<file path="config.mk">
export PLATFORM = sky130hd
export DESIGN_NAME = sd_spi_init_sequencer_core_flat
export DESIGN_NICKNAME = d
export VERILOG_FILES = /design/src/rtl/core/sdspi_pkg.sv /design/src/rtl/core/sdspi_req_if.sv /design/src/rtl/core/sdspi_rsp_if.sv /design/src/rtl/core/sdspi_step.sv /design/src/rtl/core/sdspi_rsp_stage.sv /design/src/rtl/core/sd_spi_init_sequencer_core.sv /design/src/flat_wrapper.sv
export SDC_FILE = /design/constraint.sdc
export NUM_CORES = 1
export LEC_CHECK = 0
export BUFFER_PORTS_ARGS = -buffer_cell sky130_fd_sc_hd__buf_2
export CORE_MARGIN = 4
export CORE_UTILIZATION = 45
export DETAILED_ROUTE_END_ITERATION = 10
export GPL_TIMING_DRIVEN = 0
export PLACE_DENSITY = 0.72
export SKIP_LAST_GASP = 1
export SLEW_MARGIN = 25
export SYNTH_ARGS = -nofsm -noshare
export SYNTH_HDL_FRONTEND = slang
export SYNTH_SLANG_ARGS = --single-unit
</file>
<file path="constraint.sdc">
create_clock -name clock -period 4.3 [get_ports clock]
set_clock_uncertainty 0.2 [all_clocks]
set_input_delay 0.215 -clock clock [delete_from_list [all_inputs] [get_ports clock]]
set_output_delay 0.215 -clock clock [all_outputs]
set_load 0.03 [all_outputs]
</file>
<file path="src/rtl/core/sdspi_pkg.sv">
// Types and constants of the SD SPI-mode init sequencer.
package sdspi_pkg;

   typedef enum logic [3:0] {
      PH_IDLE  = 4'd0,
      PH_CMD0  = 4'd1,
      PH_CMD8  = 4'd2,
      PH_V2_55 = 4'd3,
      PH_V2_41 = 4'd4,
      PH_CMD58 = 4'd5,
      PH_PR_55 = 4'd6,
      PH_PR_41 = 4'd7,
      PH_V1_55 = 4'd8,
      PH_V1_41 = 4'd9,
      PH_MMC   = 4'd10,
      PH_CMD16 = 4'd11
   } phase_type;

   localparam logic OP_START = 1'b0;
   localparam logic OP_DONE  = 1'b1;

   localparam logic [2:0] KIND_UNKNOWN  = 3'd0;
   localparam logic [2:0] KIND_MMC      = 3'd1;
   localparam logic [2:0] KIND_SD_V1    = 3'd2;
   localparam logic [2:0] KIND_SD_V2    = 3'd3;
   localparam logic [2:0] KIND_SD_V2_HC = 3'd4;

   localparam logic [1:0] OUTCOME_OK      = 2'd0;
   localparam logic [1:0] OUTCOME_RESP    = 2'd1;
   localparam logic [1:0] OUTCOME_NO_RESP = 2'd2;

   localparam logic [5:0] CMD_GO_IDLE      = 6'd0;
   localparam logic [5:0] CMD_SEND_OP_MMC  = 6'd1;
   localparam logic [5:0] CMD_SEND_IF_COND = 6'd8;
   localparam logic [5:0] CMD_SET_BLOCKLEN = 6'd16;
   localparam logic [5:0] ACMD_SD_SEND_OP  = 6'd41;
   localparam logic [5:0] CMD_APP          = 6'd55;
   localparam logic [5:0] CMD_READ_OCR     = 6'd58;

   localparam logic [31:0] ARG_NONE     = 32'h0000_0000;
   localparam logic [31:0] ARG_IF_COND  = 32'h0000_01AA;
   localparam logic [31:0] ARG_HCS      = 32'h4000_0000;
   localparam logic [31:0] ARG_BLOCKLEN = 32'd512;

   localparam logic [7:0] CRC_CMD0  = 8'h95;
   localparam logic [7:0] CRC_CMD8  = 8'h87;
   localparam logic [7:0] CRC_DUMMY = 8'h01;

   localparam logic [7:0]  R1_IDLE    = 8'h01;
   localparam logic [15:0] CHECK_ECHO = 16'h01AA;
   localparam int          OCR_CCS_BIT = 30;

   localparam logic [7:0]  RESET_ATTEMPTS_DEFAULT = 8'd21;
   localparam logic [15:0] READY_ATTEMPTS_DEFAULT = 16'hFFFF;

   localparam logic CSR_RESET_ATTEMPTS = 1'b0;
   localparam logic CSR_READY_ATTEMPTS = 1'b1;

   typedef struct packed {
      logic        op;
      logic        select_failed;
      logic [7:0]  response_byte;
      logic [31:0] trailing_word;
   } req_item_type;

   typedef struct packed {
      logic        issue_command;
      logic [5:0]  command_index;
      logic [31:0] command_argument;
      logic [7:0]  command_crc;
      logic        read_trailing;
      logic        finished;
      logic [2:0]  card_kind;
      logic [1:0]  outcome;
      logic [7:0]  failing_response;
   } rsp_item_type;

   typedef struct packed {
      phase_type   phase;
      logic [15:0] attempts_left;
      logic [2:0]  detected_kind;
      logic [7:0]  last_response;
      logic        last_absent;
   } seq_state_type;

   typedef struct packed {
      logic [7:0]  reset_attempts;
      logic [15:0] ready_attempts;
   } cfg_type;

endpackage

</file>
<file path="src/rtl/core/sdspi_req_if.sv">
// Request channel interface: command completions and start items.
interface sdspi_req_if;
   logic        valid;
   logic        ready;
   logic        op;
   logic        select_failed;
   logic [7:0]  response_byte;
   logic [31:0] trailing_word;

   modport source (
      output valid, op, select_failed, response_byte, trailing_word,
      input  ready
   );
   modport sink (
      input  valid, op, select_failed, response_byte, trailing_word,
      output ready
   );
endinterface

</file>
<file path="src/rtl/core/sdspi_rsp_if.sv">
// Response channel interface: next command or end of initialization.
interface sdspi_rsp_if;
   logic        valid;
   logic        ready;
   logic        issue_command;
   logic [5:0]  command_index;
   logic [31:0] command_argument;
   logic [7:0]  command_crc;
   logic        read_trailing;
   logic        finished;
   logic [2:0]  card_kind;
   logic [1:0]  outcome;
   logic [7:0]  failing_response;

   modport source (
      output valid, issue_command, command_index, command_argument, command_crc,
             read_trailing, finished, card_kind, outcome, failing_response,
      input  ready
   );
   modport sink (
      input  valid, issue_command, command_index, command_argument, command_crc,
             read_trailing, finished, card_kind, outcome, failing_response,
      output ready
   );
endinterface

</file>
<file path="src/rtl/core/sdspi_step.sv">
// Next-state and result logic of the init sequencer for one item.
module sdspi_step (
   input  sdspi_pkg::seq_state_type cur_state,
   input  sdspi_pkg::req_item_type  item,
   input  sdspi_pkg::cfg_type       cfg,
   output sdspi_pkg::seq_state_type nxt_state,
   output sdspi_pkg::rsp_item_type  result
);

   logic        absent;
   logic        ok0;
   logic        idle_r1;
   logic        spend_ok;
   logic [15:0] spend_val;
   logic [15:0] ready_load;
   logic [15:0] reset_load;
   logic        tracked;
   logic        end_run;
   logic        fail;

   assign absent     = item.select_failed;
   assign ok0        = !absent && (item.response_byte == 8'd0);
   assign idle_r1    = !absent && (item.response_byte == sdspi_pkg::R1_IDLE);
   assign spend_ok   = cur_state.attempts_left > 16'd1;
   assign spend_val  = spend_ok ? (cur_state.attempts_left - 16'd1) : 16'd0;
   assign ready_load = (cfg.ready_attempts == 16'd0) ? 16'd1 : cfg.ready_attempts;
   assign reset_load = (cfg.reset_attempts == 8'd0) ? 16'd1 : {8'd0, cfg.reset_attempts};

   // Only the reset and ready-poll commands feed the failure report.
   always_comb begin
      case (cur_state.phase) inside
         sdspi_pkg::PH_CMD0, sdspi_pkg::PH_V2_41, sdspi_pkg::PH_PR_41,
         sdspi_pkg::PH_V1_41, sdspi_pkg::PH_MMC: tracked = 1'b1;
         default: tracked = 1'b0;
      endcase
   end

   // Next state.
   always_comb begin
      nxt_state = cur_state;
      end_run   = 1'b0;
      fail      = 1'b0;
      if (item.op == sdspi_pkg::OP_START) begin
         nxt_state.phase         = sdspi_pkg::PH_CMD0;
         nxt_state.attempts_left = reset_load;
         nxt_state.detected_kind = sdspi_pkg::KIND_UNKNOWN;
         nxt_state.last_response = 8'd0;
         nxt_state.last_absent   = 1'b0;
      end else begin
         if (tracked) begin
            nxt_state.last_absent   = absent;
            nxt_state.last_response = absent ? 8'd0 : item.response_byte;
         end
         unique case (cur_state.phase)
            sdspi_pkg::PH_CMD0: begin
               if (idle_r1) begin
                  nxt_state.phase = sdspi_pkg::PH_CMD8;
               end else begin
                  nxt_state.attempts_left = spend_val;
                  fail = !spend_ok;
               end
            end
            sdspi_pkg::PH_CMD8: begin
               if (idle_r1) begin
                  if (item.trailing_word[15:0] == sdspi_pkg::CHECK_ECHO) begin
                     nxt_state.attempts_left = ready_load;
                     nxt_state.phase         = sdspi_pkg::PH_V2_55;
                  end else begin
                     fail = 1'b1;
                  end
               end else begin
                  nxt_state.phase = sdspi_pkg::PH_PR_55;
               end
            end
            sdspi_pkg::PH_V2_55: nxt_state.phase = sdspi_pkg::PH_V2_41;
            sdspi_pkg::PH_V2_41: begin
               if (ok0) begin
                  nxt_state.phase = sdspi_pkg::PH_CMD58;
               end else begin
                  nxt_state.attempts_left = spend_val;
                  nxt_state.phase         = sdspi_pkg::PH_V2_55;
                  fail = !spend_ok;
               end
            end
            sdspi_pkg::PH_CMD58: begin
               if (ok0) begin
                  nxt_state.detected_kind = item.trailing_word[sdspi_pkg::OCR_CCS_BIT] ?
                     sdspi_pkg::KIND_SD_V2_HC : sdspi_pkg::KIND_SD_V2;
                  end_run = 1'b1;
               end else begin
                  fail = 1'b1;
               end
            end
            sdspi_pkg::PH_PR_55: nxt_state.phase = sdspi_pkg::PH_PR_41;
            sdspi_pkg::PH_PR_41: begin
               if (absent) begin
                  fail = 1'b1;
               end else if (item.response_byte <= 8'd1) begin
                  nxt_state.detected_kind = sdspi_pkg::KIND_SD_V1;
                  nxt_state.attempts_left = ready_load;
                  nxt_state.phase         = sdspi_pkg::PH_V1_55;
               end else begin
                  nxt_state.detected_kind = sdspi_pkg::KIND_MMC;
                  nxt_state.attempts_left = ready_load;
                  nxt_state.phase         = sdspi_pkg::PH_MMC;
               end
            end
            sdspi_pkg::PH_V1_55: nxt_state.phase = sdspi_pkg::PH_V1_41;
            sdspi_pkg::PH_V1_41: begin
               if (ok0) begin
                  nxt_state.phase = sdspi_pkg::PH_CMD16;
               end else begin
                  nxt_state.attempts_left = spend_val;
                  nxt_state.phase         = sdspi_pkg::PH_V1_55;
                  fail = !spend_ok;
               end
            end
            sdspi_pkg::PH_MMC: begin
               if (ok0) begin
                  nxt_state.phase = sdspi_pkg::PH_CMD16;
               end else begin
                  nxt_state.attempts_left = spend_val;
                  fail = !spend_ok;
               end
            end
            sdspi_pkg::PH_CMD16: begin
               end_run = ok0;
               fail    = !ok0;
            end
            default: begin
               // A completion while idle changes nothing.
            end
         endcase
      end
      if (fail) begin
         nxt_state.detected_kind = sdspi_pkg::KIND_UNKNOWN;
         end_run = 1'b1;
      end
      if (end_run) begin
         nxt_state.phase = sdspi_pkg::PH_IDLE;
      end
   end

   // Result: the command of the phase that follows, or the end report; a completion while idle gives all zeros.
   always_comb begin
      result = '0;
      if (end_run) begin
         result.finished  = 1'b1;
         result.card_kind = nxt_state.detected_kind;
         if (nxt_state.detected_kind != sdspi_pkg::KIND_UNKNOWN) begin
            result.outcome = sdspi_pkg::OUTCOME_OK;
         end else if (!nxt_state.last_absent && (nxt_state.last_response != 8'd0)) begin
            result.outcome          = sdspi_pkg::OUTCOME_RESP;
            result.failing_response = nxt_state.last_response;
         end else begin
            result.outcome = sdspi_pkg::OUTCOME_NO_RESP;
         end
      end else if ((item.op == sdspi_pkg::OP_START) ||
                   (cur_state.phase != sdspi_pkg::PH_IDLE)) begin
         result.issue_command = 1'b1;
         result.command_crc   = sdspi_pkg::CRC_DUMMY;
         unique case (nxt_state.phase) inside
            sdspi_pkg::PH_CMD0: begin
               result.command_index = sdspi_pkg::CMD_GO_IDLE;
               result.command_crc   = sdspi_pkg::CRC_CMD0;
            end
            sdspi_pkg::PH_CMD8: begin
               result.command_index    = sdspi_pkg::CMD_SEND_IF_COND;
               result.command_argument = sdspi_pkg::ARG_IF_COND;
               result.command_crc      = sdspi_pkg::CRC_CMD8;
               result.read_trailing    = 1'b1;
            end
            sdspi_pkg::PH_V2_55, sdspi_pkg::PH_PR_55, sdspi_pkg::PH_V1_55: begin
               result.command_index = sdspi_pkg::CMD_APP;
            end
            sdspi_pkg::PH_V2_41: begin
               result.command_index    = sdspi_pkg::ACMD_SD_SEND_OP;
               result.command_argument = sdspi_pkg::ARG_HCS;
            end
            sdspi_pkg::PH_PR_41, sdspi_pkg::PH_V1_41: begin
               result.command_index = sdspi_pkg::ACMD_SD_SEND_OP;
            end
            sdspi_pkg::PH_CMD58: begin
               result.command_index = sdspi_pkg::CMD_READ_OCR;
               result.read_trailing = 1'b1;
            end
            sdspi_pkg::PH_MMC: begin
               result.command_index = sdspi_pkg::CMD_SEND_OP_MMC;
            end
            sdspi_pkg::PH_CMD16: begin
               result.command_index    = sdspi_pkg::CMD_SET_BLOCKLEN;
               result.command_argument = sdspi_pkg::ARG_BLOCKLEN;
            end
            default: begin
               result = '0;
            end
         endcase
      end
   end

endmodule

</file>
<file path="src/rtl/core/sdspi_rsp_stage.sv">
// Output register of the response channel.
module sdspi_rsp_stage (
   input  logic                    clock,
   input  logic                    reset,
   input  logic                    in_valid,
   input  sdspi_pkg::rsp_item_type in_item,
   output logic                    in_ready,
   output logic                    out_valid,
   output sdspi_pkg::rsp_item_type out_item,
   input  logic                    out_ready
);

   logic                    out_valid_ff;
   logic                    out_valid_in;
   sdspi_pkg::rsp_item_type out_item_ff;

   // The register takes a new item when it is empty or is being emptied.
   assign in_ready     = !out_valid_ff || out_ready;
   assign out_valid_in = in_ready ? in_valid : out_valid_ff;

   always_ff @(posedge clock) begin
      if (reset) begin
         out_valid_ff <= 1'b0;
      end else begin
         out_valid_ff <= out_valid_in;
      end
   end

   always_ff @(posedge clock) begin
      if (in_ready && in_valid) begin
         out_item_ff <= in_item;
      end
   end

   assign out_valid = out_valid_ff;
   assign out_item  = out_item_ff;

endmodule

</file>
<file path="src/rtl/core/sd_spi_init_sequencer_core.sv">
// Top level of the SD card SPI-mode initialization sequencer.
//
// The host feeds items on req_chan. An item with op = 0 starts a new run (and
// abandons any run in progress); an item with op = 1 reports how the command
// last issued ended: its R1 byte, a flag for a card that never answered, and
// the four trailing bytes when the command asked for them. Every item yields
// exactly one item on rsp_chan: the next command to send, or the end of the
// run with the card type and outcome. A completion that arrives while no run
// is active yields an all-zero item.
// An accepted item is held in the input register, where the phase logic decides
// the next command and updates the sequencer state; the result is then
// registered in the output register. One item per cycle is sustained while
// rsp_chan does not stall; the limit is the single state update per cycle in
// the phase logic.
// When rsp_chan stalls, the output register holds its item and one more item
// waits in the input register; req_chan.ready then drops until space frees up.
// Reset empties both registers, sets the phase to idle and restores the
// attempt limits to 21 reset attempts and 65535 ready polls. The limits are
// written through csr_* and should only change while the block is idle.
module sd_spi_init_sequencer_core (
   input  logic        clock,
   input  logic        reset,
   sdspi_req_if.sink   req_chan,
   sdspi_rsp_if.source rsp_chan,
   input  logic        csr_we,
   input  logic        csr_index,
   input  logic [15:0] csr_wdata
);

   logic                     req_valid_ff;
   logic                     req_valid_in;
   sdspi_pkg::req_item_type  req_item_ff;
   sdspi_pkg::seq_state_type state_ff;
   sdspi_pkg::seq_state_type state_in;
   sdspi_pkg::cfg_type       cfg_ff;
   sdspi_pkg::cfg_type       cfg_in;
   sdspi_pkg::rsp_item_type  step_result;
   sdspi_pkg::rsp_item_type  rsp_item;
   logic                     stage_ready;
   logic                     advance;
   logic                     req_take;

   // The input register moves on whenever the output register can take its result.
   assign advance        = req_valid_ff && stage_ready;
   assign req_chan.ready = !req_valid_ff || stage_ready;
   assign req_take       = req_chan.valid && req_chan.ready;
   assign req_valid_in   = req_chan.ready ? req_chan.valid : req_valid_ff;

   always_ff @(posedge clock) begin
      if (reset) begin
         req_valid_ff <= 1'b0;
      end else begin
         req_valid_ff <= req_valid_in;
      end
   end

   always_ff @(posedge clock) begin
      if (req_take) begin
         req_item_ff.op            <= req_chan.op;
         req_item_ff.select_failed <= req_chan.select_failed;
         req_item_ff.response_byte <= req_chan.response_byte;
         req_item_ff.trailing_word <= req_chan.trailing_word;
      end
   end

   // Configuration registers.
   always_comb begin
      cfg_in = cfg_ff;
      if (csr_we) begin
         unique case (csr_index)
            sdspi_pkg::CSR_RESET_ATTEMPTS: cfg_in.reset_attempts = csr_wdata[7:0];
            sdspi_pkg::CSR_READY_ATTEMPTS: cfg_in.ready_attempts = csr_wdata;
         endcase
      end
   end

   always_ff @(posedge clock) begin
      if (reset) begin
         cfg_ff.reset_attempts <= sdspi_pkg::RESET_ATTEMPTS_DEFAULT;
         cfg_ff.ready_attempts <= sdspi_pkg::READY_ATTEMPTS_DEFAULT;
      end else begin
         cfg_ff <= cfg_in;
      end
   end

   // Sequencer state advances once per item, as the item leaves the input register.
   sdspi_step u_step (
      .cur_state (state_ff),
      .item      (req_item_ff),
      .cfg       (cfg_ff),
      .nxt_state (state_in),
      .result    (step_result)
   );

   always_ff @(posedge clock) begin
      if (reset) begin
         state_ff.phase         <= sdspi_pkg::PH_IDLE;
         state_ff.attempts_left <= 16'd0;
         state_ff.detected_kind <= sdspi_pkg::KIND_UNKNOWN;
         state_ff.last_response <= 8'd0;
         state_ff.last_absent   <= 1'b0;
      end else if (advance) begin
         state_ff <= state_in;
      end
   end

   sdspi_rsp_stage u_rsp_stage (
      .clock     (clock),
      .reset     (reset),
      .in_valid  (req_valid_ff),
      .in_item   (step_result),
      .in_ready  (stage_ready),
      .out_valid (rsp_chan.valid),
      .out_item  (rsp_item),
      .out_ready (rsp_chan.ready)
   );

   assign rsp_chan.issue_command    = rsp_item.issue_command;
   assign rsp_chan.command_index    = rsp_item.command_index;
   assign rsp_chan.command_argument = rsp_item.command_argument;
   assign rsp_chan.command_crc      = rsp_item.command_crc;
   assign rsp_chan.read_trailing    = rsp_item.read_trailing;
   assign rsp_chan.finished         = rsp_item.finished;
   assign rsp_chan.card_kind        = rsp_item.card_kind;
   assign rsp_chan.outcome          = rsp_item.outcome;
   assign rsp_chan.failing_response = rsp_item.failing_response;

endmodule

</file>
<file path="src/flat_wrapper.sv">
// flat-port wrapper written by rule: the top's interface ports become plain ports
module sd_spi_init_sequencer_core_flat 
  (clock, reset, csr_we, csr_index, csr_wdata, req_chan_valid, req_chan_op, req_chan_select_failed, req_chan_response_byte, req_chan_trailing_word, req_chan_ready, rsp_chan_valid, rsp_chan_issue_command, rsp_chan_command_index, rsp_chan_command_argument, rsp_chan_command_crc, rsp_chan_read_trailing, rsp_chan_finished, rsp_chan_card_kind, rsp_chan_outcome, rsp_chan_failing_response, rsp_chan_ready);
  sdspi_req_if req_chan_i ();
  sdspi_rsp_if rsp_chan_i ();
  input  logic clock;
  input  logic reset;
  input  logic csr_we;
  input  logic csr_index;
  input  logic [15:0] csr_wdata;
  input wire logic [$bits(req_chan_i.valid)-1:0] req_chan_valid;
  input wire logic [$bits(req_chan_i.op)-1:0] req_chan_op;
  input wire logic [$bits(req_chan_i.select_failed)-1:0] req_chan_select_failed;
  input wire logic [$bits(req_chan_i.response_byte)-1:0] req_chan_response_byte;
  input wire logic [$bits(req_chan_i.trailing_word)-1:0] req_chan_trailing_word;
  output wire logic [$bits(req_chan_i.ready)-1:0] req_chan_ready;
  output wire logic [$bits(rsp_chan_i.valid)-1:0] rsp_chan_valid;
  output wire logic [$bits(rsp_chan_i.issue_command)-1:0] rsp_chan_issue_command;
  output wire logic [$bits(rsp_chan_i.command_index)-1:0] rsp_chan_command_index;
  output wire logic [$bits(rsp_chan_i.command_argument)-1:0] rsp_chan_command_argument;
  output wire logic [$bits(rsp_chan_i.command_crc)-1:0] rsp_chan_command_crc;
  output wire logic [$bits(rsp_chan_i.read_trailing)-1:0] rsp_chan_read_trailing;
  output wire logic [$bits(rsp_chan_i.finished)-1:0] rsp_chan_finished;
  output wire logic [$bits(rsp_chan_i.card_kind)-1:0] rsp_chan_card_kind;
  output wire logic [$bits(rsp_chan_i.outcome)-1:0] rsp_chan_outcome;
  output wire logic [$bits(rsp_chan_i.failing_response)-1:0] rsp_chan_failing_response;
  input wire logic [$bits(rsp_chan_i.ready)-1:0] rsp_chan_ready;
  assign req_chan_i.valid = req_chan_valid;
  assign req_chan_i.op = req_chan_op;
  assign req_chan_i.select_failed = req_chan_select_failed;
  assign req_chan_i.response_byte = req_chan_response_byte;
  assign req_chan_i.trailing_word = req_chan_trailing_word;
  assign req_chan_ready = req_chan_i.ready;
  assign rsp_chan_valid = rsp_chan_i.valid;
  assign rsp_chan_issue_command = rsp_chan_i.issue_command;
  assign rsp_chan_command_index = rsp_chan_i.command_index;
  assign rsp_chan_command_argument = rsp_chan_i.command_argument;
  assign rsp_chan_command_crc = rsp_chan_i.command_crc;
  assign rsp_chan_read_trailing = rsp_chan_i.read_trailing;
  assign rsp_chan_finished = rsp_chan_i.finished;
  assign rsp_chan_card_kind = rsp_chan_i.card_kind;
  assign rsp_chan_outcome = rsp_chan_i.outcome;
  assign rsp_chan_failing_response = rsp_chan_i.failing_response;
  assign rsp_chan_i.ready = rsp_chan_ready;
  sd_spi_init_sequencer_core u_core (.clock(clock), .reset(reset), .req_chan(req_chan_i), .rsp_chan(rsp_chan_i), .csr_we(csr_we), .csr_index(csr_index), .csr_wdata(csr_wdata));
endmodule
</file>
; ---- After elaboration in Yosys (flattened, before gate mapping)
; Cells that the tools add are included.
[classes]
n_addsub = 1
order_cmp = 2
eq_ne = 30
muxes = 47
n_bitwise = 3
reduce_logical = 31
[op_table]
columns = cell, n
row1 = case mux 31 bit (3 select lines), 1
row2 = 2-to-1 mux 16 bit, 5
row3 = case mux 16 bit (4 select lines), 1
row4 = case mux 4 bit (9 select lines), 1
row5 = case mux 6 bit (6 select lines), 1
row6 = equality test 4 x 3 -> 1 bit (second input constant), 8
row7 = equality test 4 bit (second input constant), 8
row8 = 2-to-1 mux 32 bit, 1
row9 = 2-to-1 mux 8 bit, 4
row10 = case mux 8 bit (3 select lines), 1
row11 = 2-to-1 mux 23 bit, 1
row12 = 2-to-1 mux 21 bit, 1
row13 = 2-to-1 mux 20 bit, 1
row14 = equality test 16 x 9 -> 1 bit (second input constant), 1
row15 = equality test 4 x 2 -> 1 bit (second input constant), 4
row16 = > comparator 16 x 1 -> 1 bit (second input constant), 1
row17 = zero test 16 bit, 1
row18 = zero test 8 bit, 2
row19 = 2-to-1 mux 4 bit, 4
row20 = subtractor 16 x 1 -> 16 bit (second input constant), 1
row21 = inequality test 3 bit (second input constant), 5
row22 = 2-to-1 mux 1 bit, 13
row23 = 2-to-1 mux 13 bit, 1
row24 = 2-to-1 mux 3 bit, 4
row25 = other kinds (23), 43
[totals]
register_bits = 161
in_bits = 64
out_inout_bits = 64

; ---- Longest topological paths before layout
[logic_depth]
depth_word = 11
mapped_depth = 10
depth_no_buf = 9

; ---- Modules after synthesis
; Synthesis repeated with hierarchy kept, for this count alone.
[hier_totals]
hier_cells = 719
area_unflattened_um2 = 7825.0
[modules_own_cells]
columns = module, instances, cells_each, area_per_inst_um2, seq_area_each_um2
row1 = sd_spi_init_sequencer_core, 1, 284, 3624.7, 2402.3
row2 = sdspi_step, 1, 368, 2283.4, 0.0
row3 = sdspi_rsp_stage, 1, 67, 1916.8, 1881.8

; ---- Worst setup path after synthesis
; Ideal clock, no wire load.
[synth_path]
kind = register to register
start = reg u_core.state_ff[21] (netlist name)
end = reg u_core.u_rsp_stage.out_item_ff (netlist bit u_core.u_rsp_stage.out_item[56]), data pin
arrival_ns = 2.521
required_time_ns = 3.821
slack_ns = 1.299
stages_incl_launch_ff = 9
n_path_buf = 1
period_less_slack_ns = 3.001
cell_sequence = dfxtp_1 or4_4 or3_4 or4_4 a311oi_2 or2_1 buf_6 o31a_2 o31ai_1
[synth_between]
elab_chain_len = 10
elab_cells_between_ends = 22
[synth_lines]
columns = element, line_no
row1 = "start, declared", sd_spi_init_sequencer_core.sv:33  ; sdspi_pkg::seq_state_type state_ff;
row2 = "start signal, assigned", sd_spi_init_sequencer_core.sv:103  ; state_ff <= state_in;
row3 = > comparator 16 x 1 -> 1 bit *, sdspi_step.sv:24  ; assign spend_ok = cur_state.attempts_left > 16'd1;
row4 = zero test 1 bit *, n/a
row5 = 2-to-1 mux 1 bit (on tied branches), n/a
row6 = case mux 1 bit (6 select lines) *, sdspi_step.sv:54  ; unique case (cur_state.phase)
row7 = 2-to-1 mux 1 bit *, sdspi_step.sv:43  ; if (item.op == sdspi_pkg::OP_START) begin
row8 = 2-to-1 mux 1 bit *, sdspi_step.sv:135  ; if (fail) begin
row9 = 2-to-1 mux 4 bit, sdspi_step.sv:139  ; if (end_run) begin
row10 = "equality test 4 x 3 -> 1 bit (no line), or another cell as far along", n/a
row11 = OR reduction 3 bit (no line), n/a
row12 = case mux 6 bit (6 select lines), sdspi_step.sv:162  ; unique case (nxt_state.phase) inside
row13 = "end signal, assigned", sdspi_rsp_stage.sv:31  ; out_item_ff <= in_item;
row14 = "end, declared", sdspi_rsp_stage.sv:15  ; sdspi_pkg::rsp_item_type out_item_ff;
; Every way passes the cells marked *; elsewhere a longest branch is shown, timed or not.
; A chain may end at the register's enable or synchronous reset.

; ---- Worst setup path in the final report
[layout_path]
start = reg u_core.state_ff[29] (netlist name)
end = reg u_core.u_rsp_stage.out_item_ff (netlist bit u_core.u_rsp_stage.out_item[8]), data pin
[layout_between]
elab_chain_len = 10
elab_cells_between_ends = 27
[layout_lines]
columns = element, line_no
row1 = "equality test 4 x 1 -> 1 bit, or another cell as far along", sdspi_step.sv:54
row2 = OR reduction 5 bit, sdspi_step.sv:31  ; case (cur_state.phase) inside
row3 = 2-to-1 mux 1 bit, sdspi_step.sv:31
row4 = 2-to-1 mux 9 bit, sdspi_step.sv:50  ; if (tracked) begin
row5 = 2-to-1 mux 32 bit, sdspi_step.sv:43
row6 = nonzero test 8 bit / zero test 1 bit (equally long branches), sdspi_step.sv:152  ; end else if (!nxt_state.last_absent && (nxt_state.last_response != 8'd0)) begin
row7 = logical AND 1 bit, sdspi_step.sv:152
row8 = 2-to-1 mux 2 bit, sdspi_step.sv:152
row9 = 2-to-1 mux 2 bit, sdspi_step.sv:150  ; if (nxt_state.detected_kind != sdspi_pkg::KIND_UNKNOWN) begin
row10 = 2-to-1 mux 13 bit *, sdspi_step.sv:147  ; if (end_run) begin
; Marked as above.

==> qor.csv <==
metric,value,unit
status,"finished, final reports clean",
worst reg2reg endpoint,u_core.u_rsp_stage.out_item[8],
Filler cells,1102,
CTS tree,built,
setup TNS,0,ps
FF-to-FF setup slack,750,ps
count of cell types in the netlist,73,
share of layout cells above drive strength 1,0.217,
most frequent CP cell,clkbuf_1,
crit path time final,3550,ps
area of the die,15200,um2
clock sink count,113,
routed wire length,16000,um
Vias/cell,5.44,
CP Cell Sequence,"clkbuf_1, clkbuf_1, nand3b_1, a21oi_1, o21ai_0, a21boi_1, a41o_1, nor2_1",
final setup vio count,0,
wire length per cell,16.2,um
total gr overflow,0,
ANT nets after route,0,
IO Count,128,
Synth area leaders,"edfxtp_1, dfxtp_1, nand2_1",
post-DP HPWL,11100,um
"EDFF count, synth",55,
Slew @ Worst Pin,964,ps
TritonCTS Buffers,17,
Mapped Cells,631,
Root Driver,clkbuf_16,
Avg Synthesized Cell Area,9.48,um2
CP max FO,10,
Worst path slowest cell,a21boi_1,
VDD IR max,0.306,mV
"Largest stage delay, worst path",800,ps
total track usage,0.222,
Final #Nets,872,
Remaining DRCs,0,
Placed Cells,913,
crit path from,u_core.state_ff[29],
worst hold stages,2,
min-delay worst type,in -> reg,
initial DRC count,412,
CP Data Required Time,4260,ps
initial core utilization,0.466,
largest area contributor in the netlist,edfxtp_1,
n_diodes,0,
crit path buf inv count,2,
Setup CP Type,reg -> reg,
H-tree levels,4,
CP Launch Type,flip-flop,
ys flop type,dfxtp_1,
Die W,123,um
largest net degree at the start of global routing,38,
post-synthesis sequential area ratio,0.470,
Yosys top cell area share,0.276,
register clock-pin slew on the reported worst setup and hold paths,50,ps
crit path DAT,3520,ps
fin crit share,0.827,
Worst R2R Path Depth,8,
core area,12800,um2
Bufs on Longest Clock Path,2,
Hold Fails Final Rpt,0,
row cnt,41,
HP Start,reset,
relative slew slack,0.352,
Hold EP,u_core.state_ff[0],
Synth Cell Area,5980,um2
Final Wtd Congestion,0.962,
RSZ-0062 raised after global routing,no,
maxcap violations,0,
max-slew violations,0,
ys async rst share,0,
"CP delay by family, top",compound AO/OA/AOI/OAI gates,
FF-to-FF Start,u_core.state_ff[29],
die height,123,um
#FFs+latches synth,113,
leakage,0.00297,uW
initial antenna violation count,0,
clk_lat worst skew,430,ps
Critical Path Sink Type,flip-flop,
first-pass GRT wire length,26100,um
Max Freq,281,MHz
Syn. warnings,0,
Pwr per Cell Area,389,nW/um2
final cell count without fillers,991,
area grow syn2layout,29.7,%
vias in the first global route,5091,
DR vias,5387,
number of port buffers,83,
First-pass DRT Iterations,5,
cells in the mapped netlist (4+ instances only):
cell type  number
nor3_1         14
clkbuf_1       33
nand2_1        73
a21boi_0        6
and3_1         19
xor2_1          5
o211ai_1       15
xnor2_1        12
a211o_1        17
o31ai_1         6
buf_4          35
or3b_2          4
inv_1           9
nand2b_1       23
nor2b_1        12
o21ai_0        23
edfxtp_1       55
nor4_1         11
dfxtp_1        58
nor2_1         35
or3_2           4
nand4_1         4
nand3b_1        5
and2_1          5
mux2i_1         4
a21oi_1        44
nand3_1        19
or4_1           4
nor3b_2         6
nor3b_1         4
worst register-to-register path: stages (launching register included):
cell	delay [ps]
dfxtp_1	300
clkbuf_1	350
clkbuf_1	390
nand3b_1	160
a21oi_1	620
o21ai_0	220
a21boi_1	800
a41o_1	190
nor2_1	60
where the power goes:
group	switching, uW	internal (uW)	total [uW]	leakage [uW]
registers	33.3	1180	1220	0.000999
clock network	490	863	1350	0.000291
logic	263	184	447	0.00168
layout make-up:
type | count | area, um2 | share of cell area
multi-input combinational | 463 | 2830 | 0.364
sequential | 113 | 2810 | 0.363
timing repair buffer | 129 | 876 | 0.113
clock buffer | 24 | 536 | 0.0690
buffer | 72 | 409 | 0.0527
tap | 172 | 215 | 0.0277
clock inverter | 8 | 46.3 | 0.00597
inverter | 10 | 38.8 | 0.00500
flip-flops by register name (all words and copies together), names as in the netlist:
signal and count:
u_core.u_rsp_stage.out_valid 1, u_core.req_valid_ff 1, u_core.u_rsp_stage.out_item 28, u_core.state_ff 32
u_core.cfg_ff 24, u_core.req_item_ff 27
placed cells by master, fill, tap and decap left out, types with 15 or more instances in the layout:
| master | instances |
|---|---|
| a211o_1 | 17 |
| a21oi_1 | 44 |
| and3_1 | 19 |
| buf_2 | 83 |
| buf_4 | 35 |
| clkbuf_1 | 35 |
| clkbuf_16 | 20 |
| conb_1 | 28 |
| dfxtp_1 | 58 |
| dlygate4sd3_1 | 46 |
| edfxtp_1 | 55 |
| nand2_1 | 73 |
| nand2b_1 | 23 |
| nand3_1 | 19 |
| nor2_1 | 35 |
| o211ai_1 | 15 |
| o21ai_0 | 23 |
per-stage QoR:
| step | power (uW) | setup WS, ps | util | cell area, um2 | hold slack [ps] |
|---|---|---|---|---|---|
| after floorplan | 1540 | 1300 | - | 6080 | 114 |
| after global placement | 1630 | 858 | 0.524 | 6710 | 191 |
| after detailed placement | 1640 | 884 | 0.524 | 6720 | 193 |
| after CTS | 3020 | 849 | 0.605 | 7760 | 18.7 |
| after global routing | 3140 | 518 | 0.605 | 7760 | 47.7 |
| final | 3020 | 746 | 0.605 | 7760 | 19.7 |
per-layer routing:
metal / vias up / track usage / part of all wire
li1: 2604 / - / -
met4: 0 / 0.0893 / 0.022
met2: 218 / 0.376 / 0.49
met3: 26 / 0.0462 / 0.069
met5: - / 0 / 0
met1: 2539 / 0.276 / 0.42
worst max path at each step:
stage / cells after the start / end
2_1_floorplan: 8 / u_core.u_rsp_stage.out_item[56]
3_3_place_gp: 8 / u_core.u_rsp_stage.out_item[8]
3_5_place_dp: 8 / u_core.u_rsp_stage.out_item[8]
4_1_cts: 8 / u_core.u_rsp_stage.out_item[8]
5_1_grt: 8 / u_core.u_rsp_stage.out_item[8]
6_report: 8 / u_core.u_rsp_stage.out_item[8]
kinds of logic after synthesis:
family,count (synthesis),synth area share
simple gates,259,0.238
compound gates,152,0.178
flops,113,0.470
buf+inv,82,0.0747
xor+xnor,17,0.0249
mux,5,0.00858
fa+ha+maj,2,0.00418
other cells,1,0.000627
repair_timing:
action                                  CTS  global route
hold endpoints to repair                 53             0
endpoints found under the setup margin    0             0
gates resized for setup                   0             0
setup buffers                             0             0
hold buffers                             46             0
Note: power is estimated with default switching activity, not from simulation.
